===== src/rtl/core/escd_pkg.sv =====
`default_nettype none

package escd_pkg;

  // Result status codes
  typedef enum logic [2:0] {
    ST_OK        = 3'd0,
    ST_BAD_CHAR  = 3'd1,
    ST_FEW_HEX   = 3'd2,
    ST_NO_HEX    = 3'd3,
    ST_OCT_RANGE = 3'd4,
    ST_SURROGATE = 3'd5,
    ST_TOO_LARGE = 3'd6
  } status_t;

  // Configuration register indexes
  localparam logic REG_MASK_LOW  = 1'b0;
  localparam logic REG_MASK_HIGH = 1'b1;

  localparam int MASK_LOW_W  = 48;
  localparam int MASK_HIGH_W = 47;
  localparam int MAX_RESULTS = 4;

  // Results caused by one input word, handed from front to back
  typedef struct packed {
    logic [2:0]                   cnt;    // 1 to 4 valid bytes
    logic [MAX_RESULTS-1:0][7:0]  bytes;  // bytes[0] goes out first
    status_t                      status; // status of the final result
    logic                         done;   // final result closes the string
  } bundle_t;

endpackage

`default_nettype wire


===== src/rtl/core/escape_sequence_decoder_unit.sv =====
// Escape sequence decoder: unescapes a C style string, one raw byte per word.
// Input stream (s_axis_*): tdata carries the raw byte, tlast marks the last
// byte of a string. Output stream (m_axis_*): one decoded byte per word, tuser
// carries the status (0 ok, nonzero error with byte 0) and a string-done flag,
// tlast marks the last result caused by one input byte.
// Configuration (cfg_*): index 0 writes the low special mask (codes 32..79),
// index 1 the high special mask (codes 80..126); cfg_ready is always high.
// Write it only while the block is idle.
// Throughput: one input byte per cycle while the output side keeps up; an
// input byte yields 0 to 4 results and the output side sends one per cycle
// while the receiver takes them, so a byte with k results holds the output
// until all k have gone out. A QUEUE_DEPTH entry queue between decoder and
// output absorbs such bursts; the input stalls only when it fills.
// With the queue empty, the first result of an accepted byte is written into
// the queue and then loaded into the output register once that is free.
// When the receiver stalls, the output word holds and the queue fills, then
// s_axis_tready drops. Reset clears decode state, masks and the queue.
`default_nettype none

module escape_sequence_decoder_unit
  import escd_pkg::*;
#(
  parameter int QUEUE_DEPTH = 4
) (
  input  wire logic                  clk,
  input  wire logic                  rst,
  input  wire logic                  s_axis_tvalid,
  output logic                       s_axis_tready,
  input  wire logic [7:0]            s_axis_tdata,  // [7:0] in_byte
  input  wire logic                  s_axis_tlast,  // last_of_string
  output logic                       m_axis_tvalid,
  input  wire logic                  m_axis_tready,
  output logic [7:0]                 m_axis_tdata,  // [7:0] out_byte
  output logic [3:0]                 m_axis_tuser,  // [2:0] status, [3] string_done
  output logic                       m_axis_tlast,  // run_end
  input  wire logic                  cfg_valid,
  output logic                       cfg_ready,
  input  wire logic                  cfg_index,
  input  wire logic [MASK_LOW_W-1:0] cfg_data
);

  logic    q_full;
  logic    push;
  bundle_t push_bundle;
  logic    pop;
  logic    head_valid;
  bundle_t head;

  assign cfg_ready = 1'b1;

  escd_front u_front (
    .clk         (clk),
    .rst         (rst),
    .in_valid    (s_axis_tvalid),
    .in_byte     (s_axis_tdata),
    .in_last     (s_axis_tlast),
    .in_ready    (s_axis_tready),
    .cfg_valid   (cfg_valid),
    .cfg_index   (cfg_index),
    .cfg_data    (cfg_data),
    .q_full      (q_full),
    .push        (push),
    .push_bundle (push_bundle)
  );

  escd_queue #(
    .DEPTH (QUEUE_DEPTH)
  ) u_queue (
    .clk         (clk),
    .rst         (rst),
    .push        (push),
    .push_bundle (push_bundle),
    .full        (q_full),
    .pop         (pop),
    .head_valid  (head_valid),
    .head        (head)
  );

  escd_back u_back (
    .clk           (clk),
    .rst           (rst),
    .head_valid    (head_valid),
    .head          (head),
    .pop           (pop),
    .m_axis_tvalid (m_axis_tvalid),
    .m_axis_tready (m_axis_tready),
    .m_axis_tdata  (m_axis_tdata),
    .m_axis_tuser  (m_axis_tuser),
    .m_axis_tlast  (m_axis_tlast)
  );

endmodule

`default_nettype wire


===== src/rtl/core/escd_front.sv =====
`default_nettype none

module escd_front
  import escd_pkg::*;
(
  input  wire logic                   clk,
  input  wire logic                   rst,
  input  wire logic                   in_valid,
  input  wire logic [7:0]             in_byte,
  input  wire logic                   in_last,
  output logic                        in_ready,
  input  wire logic                   cfg_valid,
  input  wire logic                   cfg_index,
  input  wire logic [MASK_LOW_W-1:0]  cfg_data,
  input  wire logic                   q_full,
  output logic                        push,
  output bundle_t                     push_bundle
);

  typedef enum logic [2:0] {
    M_NORMAL = 3'd0,
    M_ESC    = 3'd1,
    M_UNI    = 3'd2,
    M_OCT    = 3'd3,
    M_HEX    = 3'd4
  } mode_t;

  localparam logic [7:0] CH_BSLASH = 8'h5C;
  localparam logic [7:0] CH_SQUOTE = 8'h27;
  localparam logic [7:0] CH_DQUOTE = 8'h22;
  localparam logic [7:0] CH_QMARK  = 8'h3F;
  localparam logic [7:0] CH_A      = 8'h61;
  localparam logic [7:0] CH_B      = 8'h62;
  localparam logic [7:0] CH_F      = 8'h66;
  localparam logic [7:0] CH_N      = 8'h6E;
  localparam logic [7:0] CH_R      = 8'h72;
  localparam logic [7:0] CH_T      = 8'h74;
  localparam logic [7:0] CH_V      = 8'h76;
  localparam logic [7:0] CH_U_LO   = 8'h75;
  localparam logic [7:0] CH_U_HI   = 8'h55;
  localparam logic [7:0] CH_X      = 8'h78;
  localparam logic [7:0] CH_ZERO   = 8'h30;
  localparam logic [7:0] CH_SEVEN  = 8'h37;
  localparam logic [7:0] CH_DEL    = 8'd127;
  localparam logic [7:0] CH_SPACE  = 8'd32;

  localparam logic [31:0] CP_ONE_MAX  = 32'h7F;
  localparam logic [31:0] CP_TWO_MAX  = 32'h7FF;
  localparam logic [31:0] CP_THREE_MAX = 32'hFFFF;
  localparam logic [31:0] CP_MAX      = 32'h10FFFF;
  localparam logic [31:0] SURR_LO     = 32'hD800;
  localparam logic [31:0] SURR_HI     = 32'hDFFF;

  // Hex digit decode: {ok, value}
  function automatic logic [4:0] hex_digit(input logic [7:0] c);
    logic [4:0] r;
    r = 5'd0;
    if (c >= 8'h30 && c <= 8'h39) r = {1'b1, 4'(c - 8'h30)};
    else if (c >= 8'h61 && c <= 8'h66) r = {1'b1, 4'(c - 8'h57)};
    else if (c >= 8'h41 && c <= 8'h46) r = {1'b1, 4'(c - 8'h37)};
    return r;
  endfunction

  mode_t                  mode, mode_next;
  logic [31:0]            acc, acc_next;
  logic [3:0]             dl, dl_next;
  logic                   drop, drop_next;
  logic [MASK_LOW_W-1:0]  mask_lo;
  logic [MASK_HIGH_W-1:0] mask_hi;

  logic                   accept;
  logic [4:0]             hx;
  logic                   is_bad;
  logic                   is_special;
  logic                   is_oct;
  status_t                err;
  logic [2:0]             n;
  logic [MAX_RESULTS-1:0][7:0] bq;
  logic                   plain;
  logic [31:0]            cp;
  logic [8:0]             acc9;

  assign in_ready = !q_full;
  assign accept   = in_valid && in_ready;

  // Classify the incoming byte
  assign hx     = hex_digit(in_byte);
  assign is_bad = (in_byte < CH_SPACE) || (in_byte == CH_DEL);
  assign is_oct = (in_byte >= CH_ZERO) && (in_byte <= CH_SEVEN);

  always_comb begin
    is_special = 1'b0;
    if (in_byte >= 8'd32 && in_byte <= 8'd79)
      is_special = mask_lo[6'(in_byte - 8'd32)];
    else if (in_byte >= 8'd80 && in_byte <= 8'd126)
      is_special = mask_hi[6'(in_byte - 8'd80)];
  end

  // Decode one word: next state and up to four results
  always_comb begin
    mode_next = mode;
    acc_next  = acc;
    dl_next   = dl;
    drop_next = drop;
    err       = ST_OK;
    n         = 3'd0;
    bq        = '0;
    plain     = 1'b0;
    cp        = 32'd0;
    acc9      = 9'd0;

    case (mode)
      M_ESC: begin
        mode_next = M_NORMAL;
        case (in_byte)
          CH_BSLASH, CH_SQUOTE, CH_DQUOTE, CH_QMARK: begin
            bq[n[1:0]] = in_byte; n = n + 3'd1;
          end
          CH_A: begin bq[n[1:0]] = 8'd7;  n = n + 3'd1; end
          CH_B: begin bq[n[1:0]] = 8'd8;  n = n + 3'd1; end
          CH_F: begin bq[n[1:0]] = 8'd12; n = n + 3'd1; end
          CH_N: begin bq[n[1:0]] = 8'd10; n = n + 3'd1; end
          CH_R: begin bq[n[1:0]] = 8'd13; n = n + 3'd1; end
          CH_T: begin bq[n[1:0]] = 8'd9;  n = n + 3'd1; end
          CH_V: begin bq[n[1:0]] = 8'd11; n = n + 3'd1; end
          CH_U_LO, CH_U_HI: begin
            mode_next = M_UNI;
            acc_next  = 32'd0;
            dl_next   = (in_byte == CH_U_LO) ? 4'd4 : 4'd8;
          end
          CH_X: begin
            mode_next = M_HEX;
            acc_next  = 32'd0;
            dl_next   = 4'd2;
          end
          default: begin
            if (is_oct) begin
              mode_next = M_OCT;
              acc_next  = {29'd0, in_byte[2:0]};
              dl_next   = 4'd2;
            end else if (is_bad) begin
              err = ST_BAD_CHAR;
            end else begin
              if (!is_special) begin
                bq[n[1:0]] = CH_BSLASH; n = n + 3'd1;
              end
              bq[n[1:0]] = in_byte; n = n + 3'd1;
            end
          end
        endcase
      end
      M_UNI: begin
        if (!hx[4]) begin
          err = ST_FEW_HEX;
        end else begin
          acc_next = {acc[27:0], hx[3:0]};
          dl_next  = 4'(dl - 4'd1);
          if (dl_next == 4'd0) begin
            mode_next = M_NORMAL;
            cp = acc_next;
            // Encode the code point as UTF-8
            if (cp >= SURR_LO && cp <= SURR_HI) begin
              err = ST_SURROGATE;
            end else if (cp <= CP_ONE_MAX) begin
              bq[0] = cp[7:0]; n = 3'd1;
            end else if (cp <= CP_TWO_MAX) begin
              bq[0] = {3'b110, cp[10:6]};
              bq[1] = {2'b10, cp[5:0]};
              n = 3'd2;
            end else if (cp <= CP_THREE_MAX) begin
              bq[0] = {4'b1110, cp[15:12]};
              bq[1] = {2'b10, cp[11:6]};
              bq[2] = {2'b10, cp[5:0]};
              n = 3'd3;
            end else if (cp <= CP_MAX) begin
              bq[0] = {5'b11110, cp[20:18]};
              bq[1] = {2'b10, cp[17:12]};
              bq[2] = {2'b10, cp[11:6]};
              bq[3] = {2'b10, cp[5:0]};
              n = 3'd4;
            end else begin
              err = ST_TOO_LARGE;
            end
          end
        end
      end
      M_HEX: begin
        if (!hx[4]) begin
          if (dl == 4'd2) begin
            err = ST_NO_HEX;
          end else begin
            mode_next = M_NORMAL;
            bq[n[1:0]] = acc[7:0]; n = n + 3'd1;
            plain = 1'b1;
          end
        end else begin
          acc_next = {24'd0, acc[3:0], hx[3:0]};
          dl_next  = 4'(dl - 4'd1);
          if (dl_next == 4'd0) begin
            mode_next = M_NORMAL;
            bq[n[1:0]] = acc_next[7:0]; n = n + 3'd1;
          end
        end
      end
      M_OCT: begin
        if (!is_oct) begin
          mode_next = M_NORMAL;
          bq[n[1:0]] = acc[7:0]; n = n + 3'd1;
          plain = 1'b1;
        end else begin
          acc9     = {acc[5:0], in_byte[2:0]};
          acc_next = {23'd0, acc9};
          dl_next  = 4'(dl - 4'd1);
          if (dl_next == 4'd0) begin
            mode_next = M_NORMAL;
            if (acc9[8]) err = ST_OCT_RANGE;
            else begin
              bq[n[1:0]] = acc9[7:0]; n = n + 3'd1;
            end
          end
        end
      end
      default: begin
        mode_next = M_NORMAL;
        plain     = 1'b1;
      end
    endcase

    // Ordinary byte, also the one that ends an octal or \x escape
    if (plain) begin
      if (in_byte == CH_BSLASH) mode_next = M_ESC;
      else if (is_bad) err = ST_BAD_CHAR;
      else begin
        bq[n[1:0]] = in_byte; n = n + 3'd1;
      end
    end

    // Flush a pending escape at end of string
    if (err == ST_OK && in_last) begin
      case (mode_next)
        M_ESC: begin bq[n[1:0]] = CH_BSLASH; n = n + 3'd1; end
        M_UNI: err = ST_FEW_HEX;
        M_HEX: begin
          if (dl_next == 4'd2) err = ST_NO_HEX;
          else begin
            bq[n[1:0]] = acc_next[7:0]; n = n + 3'd1;
          end
        end
        M_OCT: begin bq[n[1:0]] = acc_next[7:0]; n = n + 3'd1; end
        default: ;
      endcase
    end

    // Close with an error result, or clear state at end of string
    if (err != ST_OK) begin
      bq[n[1:0]] = 8'd0; n = n + 3'd1;
      mode_next = M_NORMAL;
      acc_next  = 32'd0;
      dl_next   = 4'd0;
      drop_next = !in_last;
    end else if (in_last) begin
      mode_next = M_NORMAL;
      acc_next  = 32'd0;
      dl_next   = 4'd0;
    end

    // Drop everything up to the end of the string after an error
    if (drop) begin
      mode_next = mode;
      acc_next  = acc;
      dl_next   = dl;
      drop_next = !in_last;
      n         = 3'd0;
      err       = ST_OK;
    end
  end

  assign push               = accept && (n != 3'd0);
  assign push_bundle.cnt    = n;
  assign push_bundle.bytes  = bq;
  assign push_bundle.status = err;
  assign push_bundle.done   = in_last || (err != ST_OK);

  // Hold decode state, advance on each accepted word; load the masks on config writes
  always_ff @(posedge clk) begin
    if (rst) begin
      mode    <= M_NORMAL;
      acc     <= 32'd0;
      dl      <= 4'd0;
      drop    <= 1'b0;
      mask_lo <= '0;
      mask_hi <= '0;
    end else begin
      if (accept) begin
        mode <= mode_next;
        acc  <= acc_next;
        dl   <= dl_next;
        drop <= drop_next;
      end
      if (cfg_valid) begin
        if (cfg_index == REG_MASK_LOW) mask_lo <= cfg_data;
        else if (cfg_index == REG_MASK_HIGH) mask_hi <= cfg_data[MASK_HIGH_W-1:0];
      end
    end
  end

  a_drop_normal: assert property (@(posedge clk) disable iff (rst)
    drop |-> (mode == M_NORMAL) && (dl == 4'd0))
    else $error("dropping while an escape is pending");

  a_err_ends_string: assert property (@(posedge clk) disable iff (rst)
    (push && push_bundle.status != ST_OK && !in_last) |=> drop)
    else $error("error did not start dropping");

endmodule

`default_nettype wire


===== src/rtl/core/escd_queue.sv =====
`default_nettype none

module escd_queue
  import escd_pkg::*;
#(
  parameter int DEPTH = 4
) (
  input  wire logic    clk,
  input  wire logic    rst,
  input  wire logic    push,
  input  wire bundle_t push_bundle,
  output logic         full,
  input  wire logic    pop,
  output logic         head_valid,
  output bundle_t      head
);

  localparam int PTR_W = (DEPTH > 1) ? $clog2(DEPTH) : 1;
  localparam int CNT_W = $clog2(DEPTH + 1);
  localparam logic [PTR_W-1:0] PTR_LAST = PTR_W'(DEPTH - 1);
  localparam logic [CNT_W-1:0] CNT_FULL = CNT_W'(DEPTH);

  bundle_t          mem [DEPTH];
  logic [PTR_W-1:0] wr_ptr;
  logic [PTR_W-1:0] rd_ptr;
  logic [CNT_W-1:0] count;

  assign full       = (count == CNT_FULL);
  assign head_valid = (count != '0);
  assign head       = mem[rd_ptr];

  // Store words at the tail
  always_ff @(posedge clk) begin
    if (push) mem[wr_ptr] <= push_bundle;
  end

  // Advance pointers and occupancy
  always_ff @(posedge clk) begin
    if (rst) begin
      wr_ptr <= '0;
      rd_ptr <= '0;
      count  <= '0;
    end else begin
      if (push) wr_ptr <= (wr_ptr == PTR_LAST) ? '0 : PTR_W'(wr_ptr + 1'b1);
      if (pop)  rd_ptr <= (rd_ptr == PTR_LAST) ? '0 : PTR_W'(rd_ptr + 1'b1);
      if (push && !pop)      count <= CNT_W'(count + 1'b1);
      else if (!push && pop) count <= CNT_W'(count - 1'b1);
    end
  end

  a_no_overflow: assert property (@(posedge clk) disable iff (rst)
    !(push && full && !pop))
    else $error("queue overflow");

endmodule

`default_nettype wire


===== src/rtl/core/escd_back.sv =====
`default_nettype none

module escd_back
  import escd_pkg::*;
(
  input  wire logic    clk,
  input  wire logic    rst,
  input  wire logic    head_valid,
  input  wire bundle_t head,
  output logic         pop,
  output logic         m_axis_tvalid,
  input  wire logic    m_axis_tready,
  output logic [7:0]   m_axis_tdata,
  output logic [3:0]   m_axis_tuser,
  output logic         m_axis_tlast
);

  logic [1:0] idx;
  logic       last_item;
  logic       load;

  assign last_item = (idx == 2'(head.cnt - 3'd1));
  assign load      = head_valid && (!m_axis_tvalid || m_axis_tready);
  assign pop       = load && last_item;

  // Step through the head word's results, one per cycle while the receiver takes them
  always_ff @(posedge clk) begin
    if (rst) begin
      m_axis_tvalid <= 1'b0;
      idx           <= 2'd0;
    end else begin
      if (load) begin
        m_axis_tvalid <= 1'b1;
        idx           <= last_item ? 2'd0 : 2'(idx + 2'd1);
      end else if (m_axis_tready) begin
        m_axis_tvalid <= 1'b0;
      end
    end
  end

  // Output register payload
  always_ff @(posedge clk) begin
    if (load) begin
      m_axis_tdata <= head.bytes[idx];
      m_axis_tuser <= {last_item && head.done, last_item ? head.status : ST_OK};
      m_axis_tlast <= last_item;
    end
  end

  a_idx_in_range: assert property (@(posedge clk) disable iff (rst)
    head_valid |-> ({1'b0, idx} < head.cnt))
    else $error("result index beyond word");

  a_err_closes: assert property (@(posedge clk) disable iff (rst)
    (m_axis_tvalid && m_axis_tuser[2:0] != ST_OK) |-> (m_axis_tlast && m_axis_tuser[3]
      && m_axis_tdata == 8'd0))
    else $error("error result not final");

endmodule

`default_nettype wire


===== config.mk =====
export PLATFORM = sky130hd
export DESIGN_NAME = escape_sequence_decoder_unit
export DESIGN_NICKNAME = d
export VERILOG_FILES = /design/src/rtl/core/escd_pkg.sv /design/src/rtl/core/escape_sequence_decoder_unit.sv /design/src/rtl/core/escd_front.sv /design/src/rtl/core/escd_queue.sv /design/src/rtl/core/escd_back.sv
export SDC_FILE = /design/constraint.sdc
export NUM_CORES = 1
export LEC_CHECK = 0
export CAP_MARGIN = 20
export CORE_UTILIZATION = 46
export CTS_CLUSTER_DIAMETER = 60
export DETAILED_ROUTE_END_ITERATION = 8
export DONT_BUFFER_PORTS = 1
export HOLD_SLACK_MARGIN = 0.12
export PLACE_DENSITY = 0.59
export SETUP_SLACK_MARGIN = 0.05
export SLEW_MARGIN = 0
export SYNTH_ARGS = -nofsm -noshare
export SYNTH_HDL_FRONTEND = slang
export SYNTH_SLANG_ARGS = --single-unit

===== constraint.sdc =====
create_clock -name clk -period 7.2 [get_ports clk]
set_input_delay 1.44 -clock clk [delete_from_list [all_inputs] [get_ports clk]]
set_output_delay 1.44 -clock clk [all_outputs]
set_load 0.005 [all_outputs]

==> impl_results.md, run 1 <==
- Hold violation total from the final report: 0
- Most frequent cells in the layout: 297 x nand2_1, 181 x a21oi_1, 165 x edfxtp_1
- Ant. Diodes: 0
- Seq/Total Area, Yosys: 0.499
- Ports: between 70 and 80
- CTS clk-pin slew, worst paths: 60 ps
- Synth Instances: 1,499
- Reg2reg path depth: 24
- I/O Buffers: 0
- Critical Path Start Type: input pin
- Syn. warnings: 0
- Remaining Overflow, GRT: 0
- Slew headroom: 0.231
- Fin crit share: 0.887
- Synth cell types: between 100 and 150
- Synth Area per Inst: 10.5 µm²
- Die height: 187 µm
- Die area: 34,800 µm²
- Via density: ~6
- Worst hold path depth: 2
- CTS tree: built
- Pwr dens: ~270 nW/µm²
- Gp weighted congestion: around 0.98
- R2R Path Start: u_front.dl[0]
- Mapped Nets: between 1,500 and 2,000
- Outcome: completed
- Commonest non-fill, non-tap cell in the layout: nand2_1
- WP data required: 7640 ps
- Place WS: a little under 400 ps
- Final Power: roughly 4.5 mW
- Hold_sp: u_front.mask_hi[43]
- RSZ-0062 raised after global routing: false
- Cells after DPL: ~1,900
- Syn-to-layout area delta: 8.77%
- DRC errors left: 0
- Critical path class: input pin to flop
- Fmax: approximately 0.16 GHz
- Routed WL per cell: 22.3 µm
- Final Non-Filler Cells: about 1,900
- Max FO, Critical Path: 39
- Crit. Startpoint: s_axis_tdata[1]
- First-pass GRT wire length: about 69,000 µm
- Final wirelength: approximately 43,000 µm
- Post-CTS Resized: 0
- Area of the multi-input gates: slightly above 7000 µm²
- CORE AREA: 33,500 µm²
- Hold buffer count at CTS: 0
- Arr. time, crit path: 6830 ps
- Gr usage total: 0.249
- RR Endpoint: u_queue.count[2]
- Root Driver: clkbuf_16
- Synth async-reset ratio: 0
- Setup-failing EPs final: 0
- Setup TNS: 0 ps
- Pin count of the biggest net entering global routing: around 140
- Post-layout util: 0.508
- Final Skew: between 15 and 20 ps
- Synth Flop Type: edfxtp_1
- GR Util met1: 0.354
- Top cell type's share of synthesized area: 0.316
- Post-synth EDFFs: roughly 170
- Post-layout min period: ~6400 ps
- Vias in the first global route: 11,616
- GR Layer Usage met3: 0.0472
- M2 GR Usage: 0.381
- Share of layout cells above drive strength 1: 0.125
- CTS H-tree depth: 2
- Pleak: 5.79 nW
- Post-CTS Setup Inserts: 0
- Yosys reg bits: approximately 310
- Initial drt markers: 1,205
- Area leader, netlist: edfxtp_1
- Min setup slack post-route: 814 ps
- Initial Utilization: 0.467
- R2R Setup Slk: between 1000 and 1500 ps
- Hold Path Class: flop to flop
- Worst-Margin Slew: ~1200 ps
- ANT nets after route: 0
- Max_cap viols: 0
- Die W: 187 µm
- Initial antenna violation count: 1
- DP HPWL: 29,600 µm
- Final #Nets: 1,544
- Vias: roughly 12,000
- Drt pass-1 iters: 7
- Slew Viols, Final: 0
- Total clock sinks: 308
- Synthesized cell area: between 15,000 and 20,000 µm²
- Later-pin clock latency in the skew report: around 520 ps
- Crit path capture type: flop
- GRT busiest layer: met2
- Site row count: 67
- TritonCTS Buffers: 34
- Filler cells: roughly 3,000
- Worst VDD drop: between 0.00015 and 0.0002 V
- Hold EP: u_front.mask_hi[43]
- Top cells by area, synth: edfxtp_1 32%, dfxtp_1 18%, mux4_2 9.6%
- Max clock buf depth: 3
- Register area: around 7800 µm²
[Yosys cell counts (7+ instances only)]
cell / instances
a31oi_1: 9
xnor2_1: 8
nor3b_1: 7
buf_6: 11
clkbuf_1: 72
buf_2: 7
nand2_1: 297
mux4_2: 67
a222oi_1: 7
o21a_1: 7
o21ai_0: 39
or3_1: 10
a221o_1: 12
edfxtp_1: 165
nand4_1: 7
mux2i_1: 12
a21oi_1: 181
o211ai_1: 7
a21o_1: 7
and2_1: 16
nor3_1: 28
dfxtp_1: 143
nor2b_1: 11
nor2_1: 85
ha_1: 30
nand3_1: 36
a22oi_1: 24
a211oi_1: 8
inv_1: 27
buf_1: 8
[per-stage QoR]
| step | cell area (µm²) | hold slack, ps |
|---|---|---|
| after floorplan | 15700 | 432 |
| after global placement | 15800 | 433 |
| after detailed placement | 15900 | 440 |
| after CTS | 17000 | 448 |
| after global routing | 17000 | 463 |
| final | 17000 | 448 |
[sequential cells by signal, indices dropped and copies added, names as in the netlist, 2 cells and up, named ones only]
name,flops
u_back.idx,2
u_back.m_axis_tdata,8
u_back.m_axis_tuser,4
u_front.acc,28
u_front.dl,4
u_front.mask_hi,47
u_front.mask_lo,48
u_front.mode,3
u_queue.count,3
u_queue.mem,152
u_queue.rd_ptr,2
u_queue.wr_ptr,2
[worst max-delay path by stage]
| stage | end | slack [ps] | cells after the start |
|---|---|---|---|
| after floorplan | u_queue.count[2] | 120 | 28 |
| after global placement | u_queue.count[2] | 480 | 21 |
| after detailed placement | u_queue.count[2] | 380 | 21 |
| after CTS | u_queue.count[2] | 910 | 21 |
| after global routing | u_queue.count[2] | 530 | 21 |
| final | u_queue.count[2] | 810 | 21 |
[layout make-up]
cell class,count,share of cell area
clock inverters,15,0.0133
clock buffers,47,0.0553
flip-flops and latches,308,0.459
multi-input cells,1054,0.422
inverters,27,0.00594
repair buffers,25,0.0120
well taps,448,0.0329
[per-layer routing]
layer / wire length, µm / part of all wire / up-vias
met5: 13 / 0.00030 / -
met2: 19300 / 0.45 / 446
met3: 3300 / 0.077 / 107
li1: - / - / 5454
met1: 18900 / 0.44 / 5865
met4: 1380 / 0.032 / 2
[where the power goes]
group	leakage (nW)	internal, mW	switching [mW]	total [mW]
Clock	0.563	1.07	0.712	1.79
Sequential	2.77	2.03	0.106	2.14
Combinational	2.46	0.304	0.318	0.622
[critical path: stages]
cell and delay, ps:
inv_1 60, ha_1 240, nor4b_1 410, a31oi_1 140, o21a_2 180, nor3_4 410, buf_4 330, xnor2_1 120
a221o_1 380, o41ai_2 500, xor2_1 440, ha_1 320, or2b_1 150, o41a_1 240, and2_4 200, ha_1 180
inv_1 60, fa_1 370, xor2_1 170, or3_1 300, a21oi_1 140
[kinds of logic (layout without fill, tap and decap cells)]
family | after synthesis | in the layout | share of synthesized area
simple gates | 562 | 562 | 0.167
compound gates | 365 | 365 | 0.150
flops | 308 | 308 | 0.499
buf+inv | 137 | 114 | 0.0427
mux | 84 | 84 | 0.110
fa+ha+maj | 31 | 31 | 0.0252
xor+xnor | 11 | 11 | 0.00615
other cells | 1 | 1 | 0.000239
Note: power is estimated with default switching activity, not from simulation.
==> run 2, diff against run 1 <==
--- a/config.mk
+++ b/config.mk
@@ -6,12 +6,12 @@
 export NUM_CORES = 1
 export LEC_CHECK = 0
 export CAP_MARGIN = 20
-export CORE_UTILIZATION = 46
+export CORE_UTILIZATION = 50
 export CTS_CLUSTER_DIAMETER = 60
 export DETAILED_ROUTE_END_ITERATION = 8
 export DONT_BUFFER_PORTS = 1
 export HOLD_SLACK_MARGIN = 0.12
-export PLACE_DENSITY = 0.59
+export PLACE_DENSITY = 0.61
 export SETUP_SLACK_MARGIN = 0.05
 export SLEW_MARGIN = 0
 export SYNTH_ARGS = -nofsm -noshare
==> constraint.sdc (replaced) <==
create_clock -name clk -period 6.3 [get_ports clk]
set_input_delay 1.26 -clock clk [delete_from_list [all_inputs] [get_ports clk]]
set_output_delay 1.26 -clock clk [all_outputs]
set_load 0.005 [all_outputs]
==> impl_results.md, run 2 (synthesis results as in run 1) <==
- Final Power: 5.04 mW (+11%)
- Slew Viols, Final: 0 (unchanged)
- Commonest non-fill, non-tap cell in the layout: nand2_1
- Crit path capture type: flop
- Gr usage total: 0.267 (+0.0183)
- Vias: 11,831 (-0.36%)
- Most flop-heavy register: u_queue.mem
- Setup TNS: 0 ps (unchanged)
- Critical Path Start Type: input pin
- CORE AREA: 30,700 µm² (-8.3%)
- DP HPWL: 29,000 µm (-1.9%)
- First-pass GRT wire length: 65,400 µm (-5.0%)
- CTS tree: built
- Syn-to-layout area delta: 9.56%
- Final #Nets: 1,566 (+1.4%)
- Worst Path Buf+Inv: 6 (+3)
- Critical path class: input pin to flop
- R2R Setup Slk: 940 ps (-300 ps)
- Fin crit share: 0.920
- Worst-Margin Slew: 1000 ps (-150 ps)
- Initial Utilization: 0.510 (+0.0423)
- Later-pin clock latency in the skew report: 510 ps (about the same)
- Failing checks: design-rule violations
- Hold Path Class: flop to flop
- Post-CTS Setup Inserts: 0 (unchanged)
- Vias in the first global route: 11,352 (-2.3%)
- Final Skew: 12.9 ps (-5.66 ps)
- WP data required: 6740 ps (-900 ps)
- Gp weighted congestion: 0.981 (+0.36%)
- Initial antenna violation count: 0 (-1)
- Hold buffer count at CTS: 0 (unchanged)
- Worst VDD drop: 0.000158 V (-4.2%)
- Outcome: complete, but fails checks
- Die height: 179 µm (-4.0%)
- Hold violation total from the final report: 0 (unchanged)
- Total clock sinks: 308 (unchanged)
- Crit-path slowest cell: nor4b_1
- Routed WL per cell: 22.5 µm (+0.77%)
- Die W: 179 µm (-4.0%)
- TritonCTS Buffers: 34 (unchanged)
- Final wirelength: 42,500 µm (-0.96%)
- Top flop regs: u_queue.mem: 152 flops, u_front.mask_lo: 48 flops, u_front.mask_hi: 47 flops
- Setup-failing EPs final: 0 (unchanged)
- Max clock buf depth: 3 (unchanged)
- I/O Buffers: 0 (unchanged)
- Ports: 79 (unchanged)
- Fmax: roughly 0.17 GHz
- Register area: 7820 µm² (unchanged)
- CTS H-tree depth: 2 (unchanged)
- Area of the multi-input gates: 7280 µm² (+1.1%)
- ANT nets after route: 0 (unchanged)
- Via density: 6.26 (+1.4%)
- CTS clk-pin slew, worst paths: 60 ps (about the same)
- Worst hold path depth: 2 (unchanged)
- Die area: 32,100 µm² (-7.9%)
- Pin count of the biggest net entering global routing: 144 (unchanged)
- Max reg flops: 152 (unchanged)
- Filler cells: 2,699 (-11%)
- Drt pass-1 iters: 8 (+1)
- Levels on crit path: 24 (+14%)
- Pwr dens: 293 nW/µm² (+10%)
- Most frequent cells in the layout: 297 x nand2_1, 180 x a21oi_1, 165 x edfxtp_1
- Arr. time, crit path: 6230 ps (-600 ps)
- Peak per-stage delay on the critical path: 530 ps (+30 ps)
- Max FO, Critical Path: 39 (unchanged)
- Root Driver: clkbuf_16
- Ant. Diodes: 0 (unchanged)
- Crit-path leading delay family: simple AND/OR/NAND/NOR gates
- Remaining Overflow, GRT: 0 (unchanged)
- CP most frequent cell: buf_4
- Post-layout min period: 5790 ps
- DRC errors left: 7 (+7)
- Reg2reg path depth: 24 (unchanged)
- CP Cell Sequence: inv_1 -> ha_1 -> a21oi_1 -> nor4b_1 -> nand4b_2 -> nor3_1 -> buf_4 -> a31o_2 -> a221o_1 -> o41ai_2 -> buf_4 -> xor2_1 -> buf_4 -> inv_1 -> ha_1 -> or2b_1 -> o41a_1 -> and2_4 -> ha_4 -> inv_2 -> fa_2 -> xor2_1 -> or3_1 -> a21oi_1
- Max_cap viols: 0 (unchanged)
- Pleak: 5.88 nW (+1.5%)
- Initial drt markers: 1,267 (+5.1%)
- Post-CTS Resized: 0 (unchanged)
- Slew headroom: 0.329 (+0.0978)
- RSZ-0062 raised after global routing: false
- Site row count: 64 (-4.5%)
- Share of layout cells above drive strength 1: 0.142 (+0.0178)
[run 2: power breakdown]
part           leakage (nW)  switching [mW]  total [mW]  internal [mW]
combinational          2.60           0.395       0.766          0.370
clock                 0.510           0.764        1.86           1.10
sequential             2.77          0.0883        2.41           2.32
[run 2: final cells by class]
class                   instances  share of cell area
repair buffers                 47              0.0246
clock inverters                11             0.00539
flip-flops and latches        308               0.455
well taps                     396              0.0289
multi-input cells            1054               0.424
clock buffers                  48              0.0556
inverters                      27             0.00634
[run 2: through the flow]
stage | std cells | util | instance area, µm² | setup slack, ps | hold WS [ps]
floorplan | 1499 | - | 15800 | -95.6 | 432
global placement | 1831 | 0.523 | 16100 | 188 | 433
detailed placement | 1831 | 0.523 | 16100 | 108 | 439
CTS | 1890 | 0.558 | 17100 | 613 | 447
global route | 1891 | 0.558 | 17200 | 240 | 460
finish | 1891 | 0.558 | 17200 | 506 | 446
[run 2: per-layer routing]
| metal | track usage | part of all wire | vias up | routed length, µm |
|---|---|---|---|---|
| met4 | 0.0833 | 0.025 | 0 | 1050 |
| met2 | 0.423 | 0.46 | 440 | 19600 |
| met5 | 0 | 0 | - | 0 |
| li1 | - | - | 5494 | - |
| met1 | 0.373 | 0.45 | 5819 | 19000 |
| met3 | 0.0462 | 0.068 | 78 | 2910 |
[run 2: path summary, 6_finish.rpt]
path,from,end
min reg2reg,u_front.mask_lo[40],u_front.mask_lo[40]
min,u_front.mask_lo[40],u_front.mask_lo[40]
max,s_axis_tdata[0],u_queue.count[2]
max reg2reg,u_front.dl[1],u_queue.count[2]
[run 2: worst register-to-register path: stages, from the launching register on]
cell	delay [ps]
dfxtp_1	480
inv_1	100
ha_1	230
nor3b_1	290
a31o_2	330
nand2_1	230
nor3_1	280
nand2_1	110
o21ai_1	320
ha_4	270
mux2i_4	150
ha_1	200
nor2_1	60
nor2_1	130
inv_1	80
ha_1	290
or2b_1	220
o41a_1	450
and2_4	180
ha_4	160
inv_2	50
fa_2	180
xor2_1	70
or3_1	300
a21oi_1	110
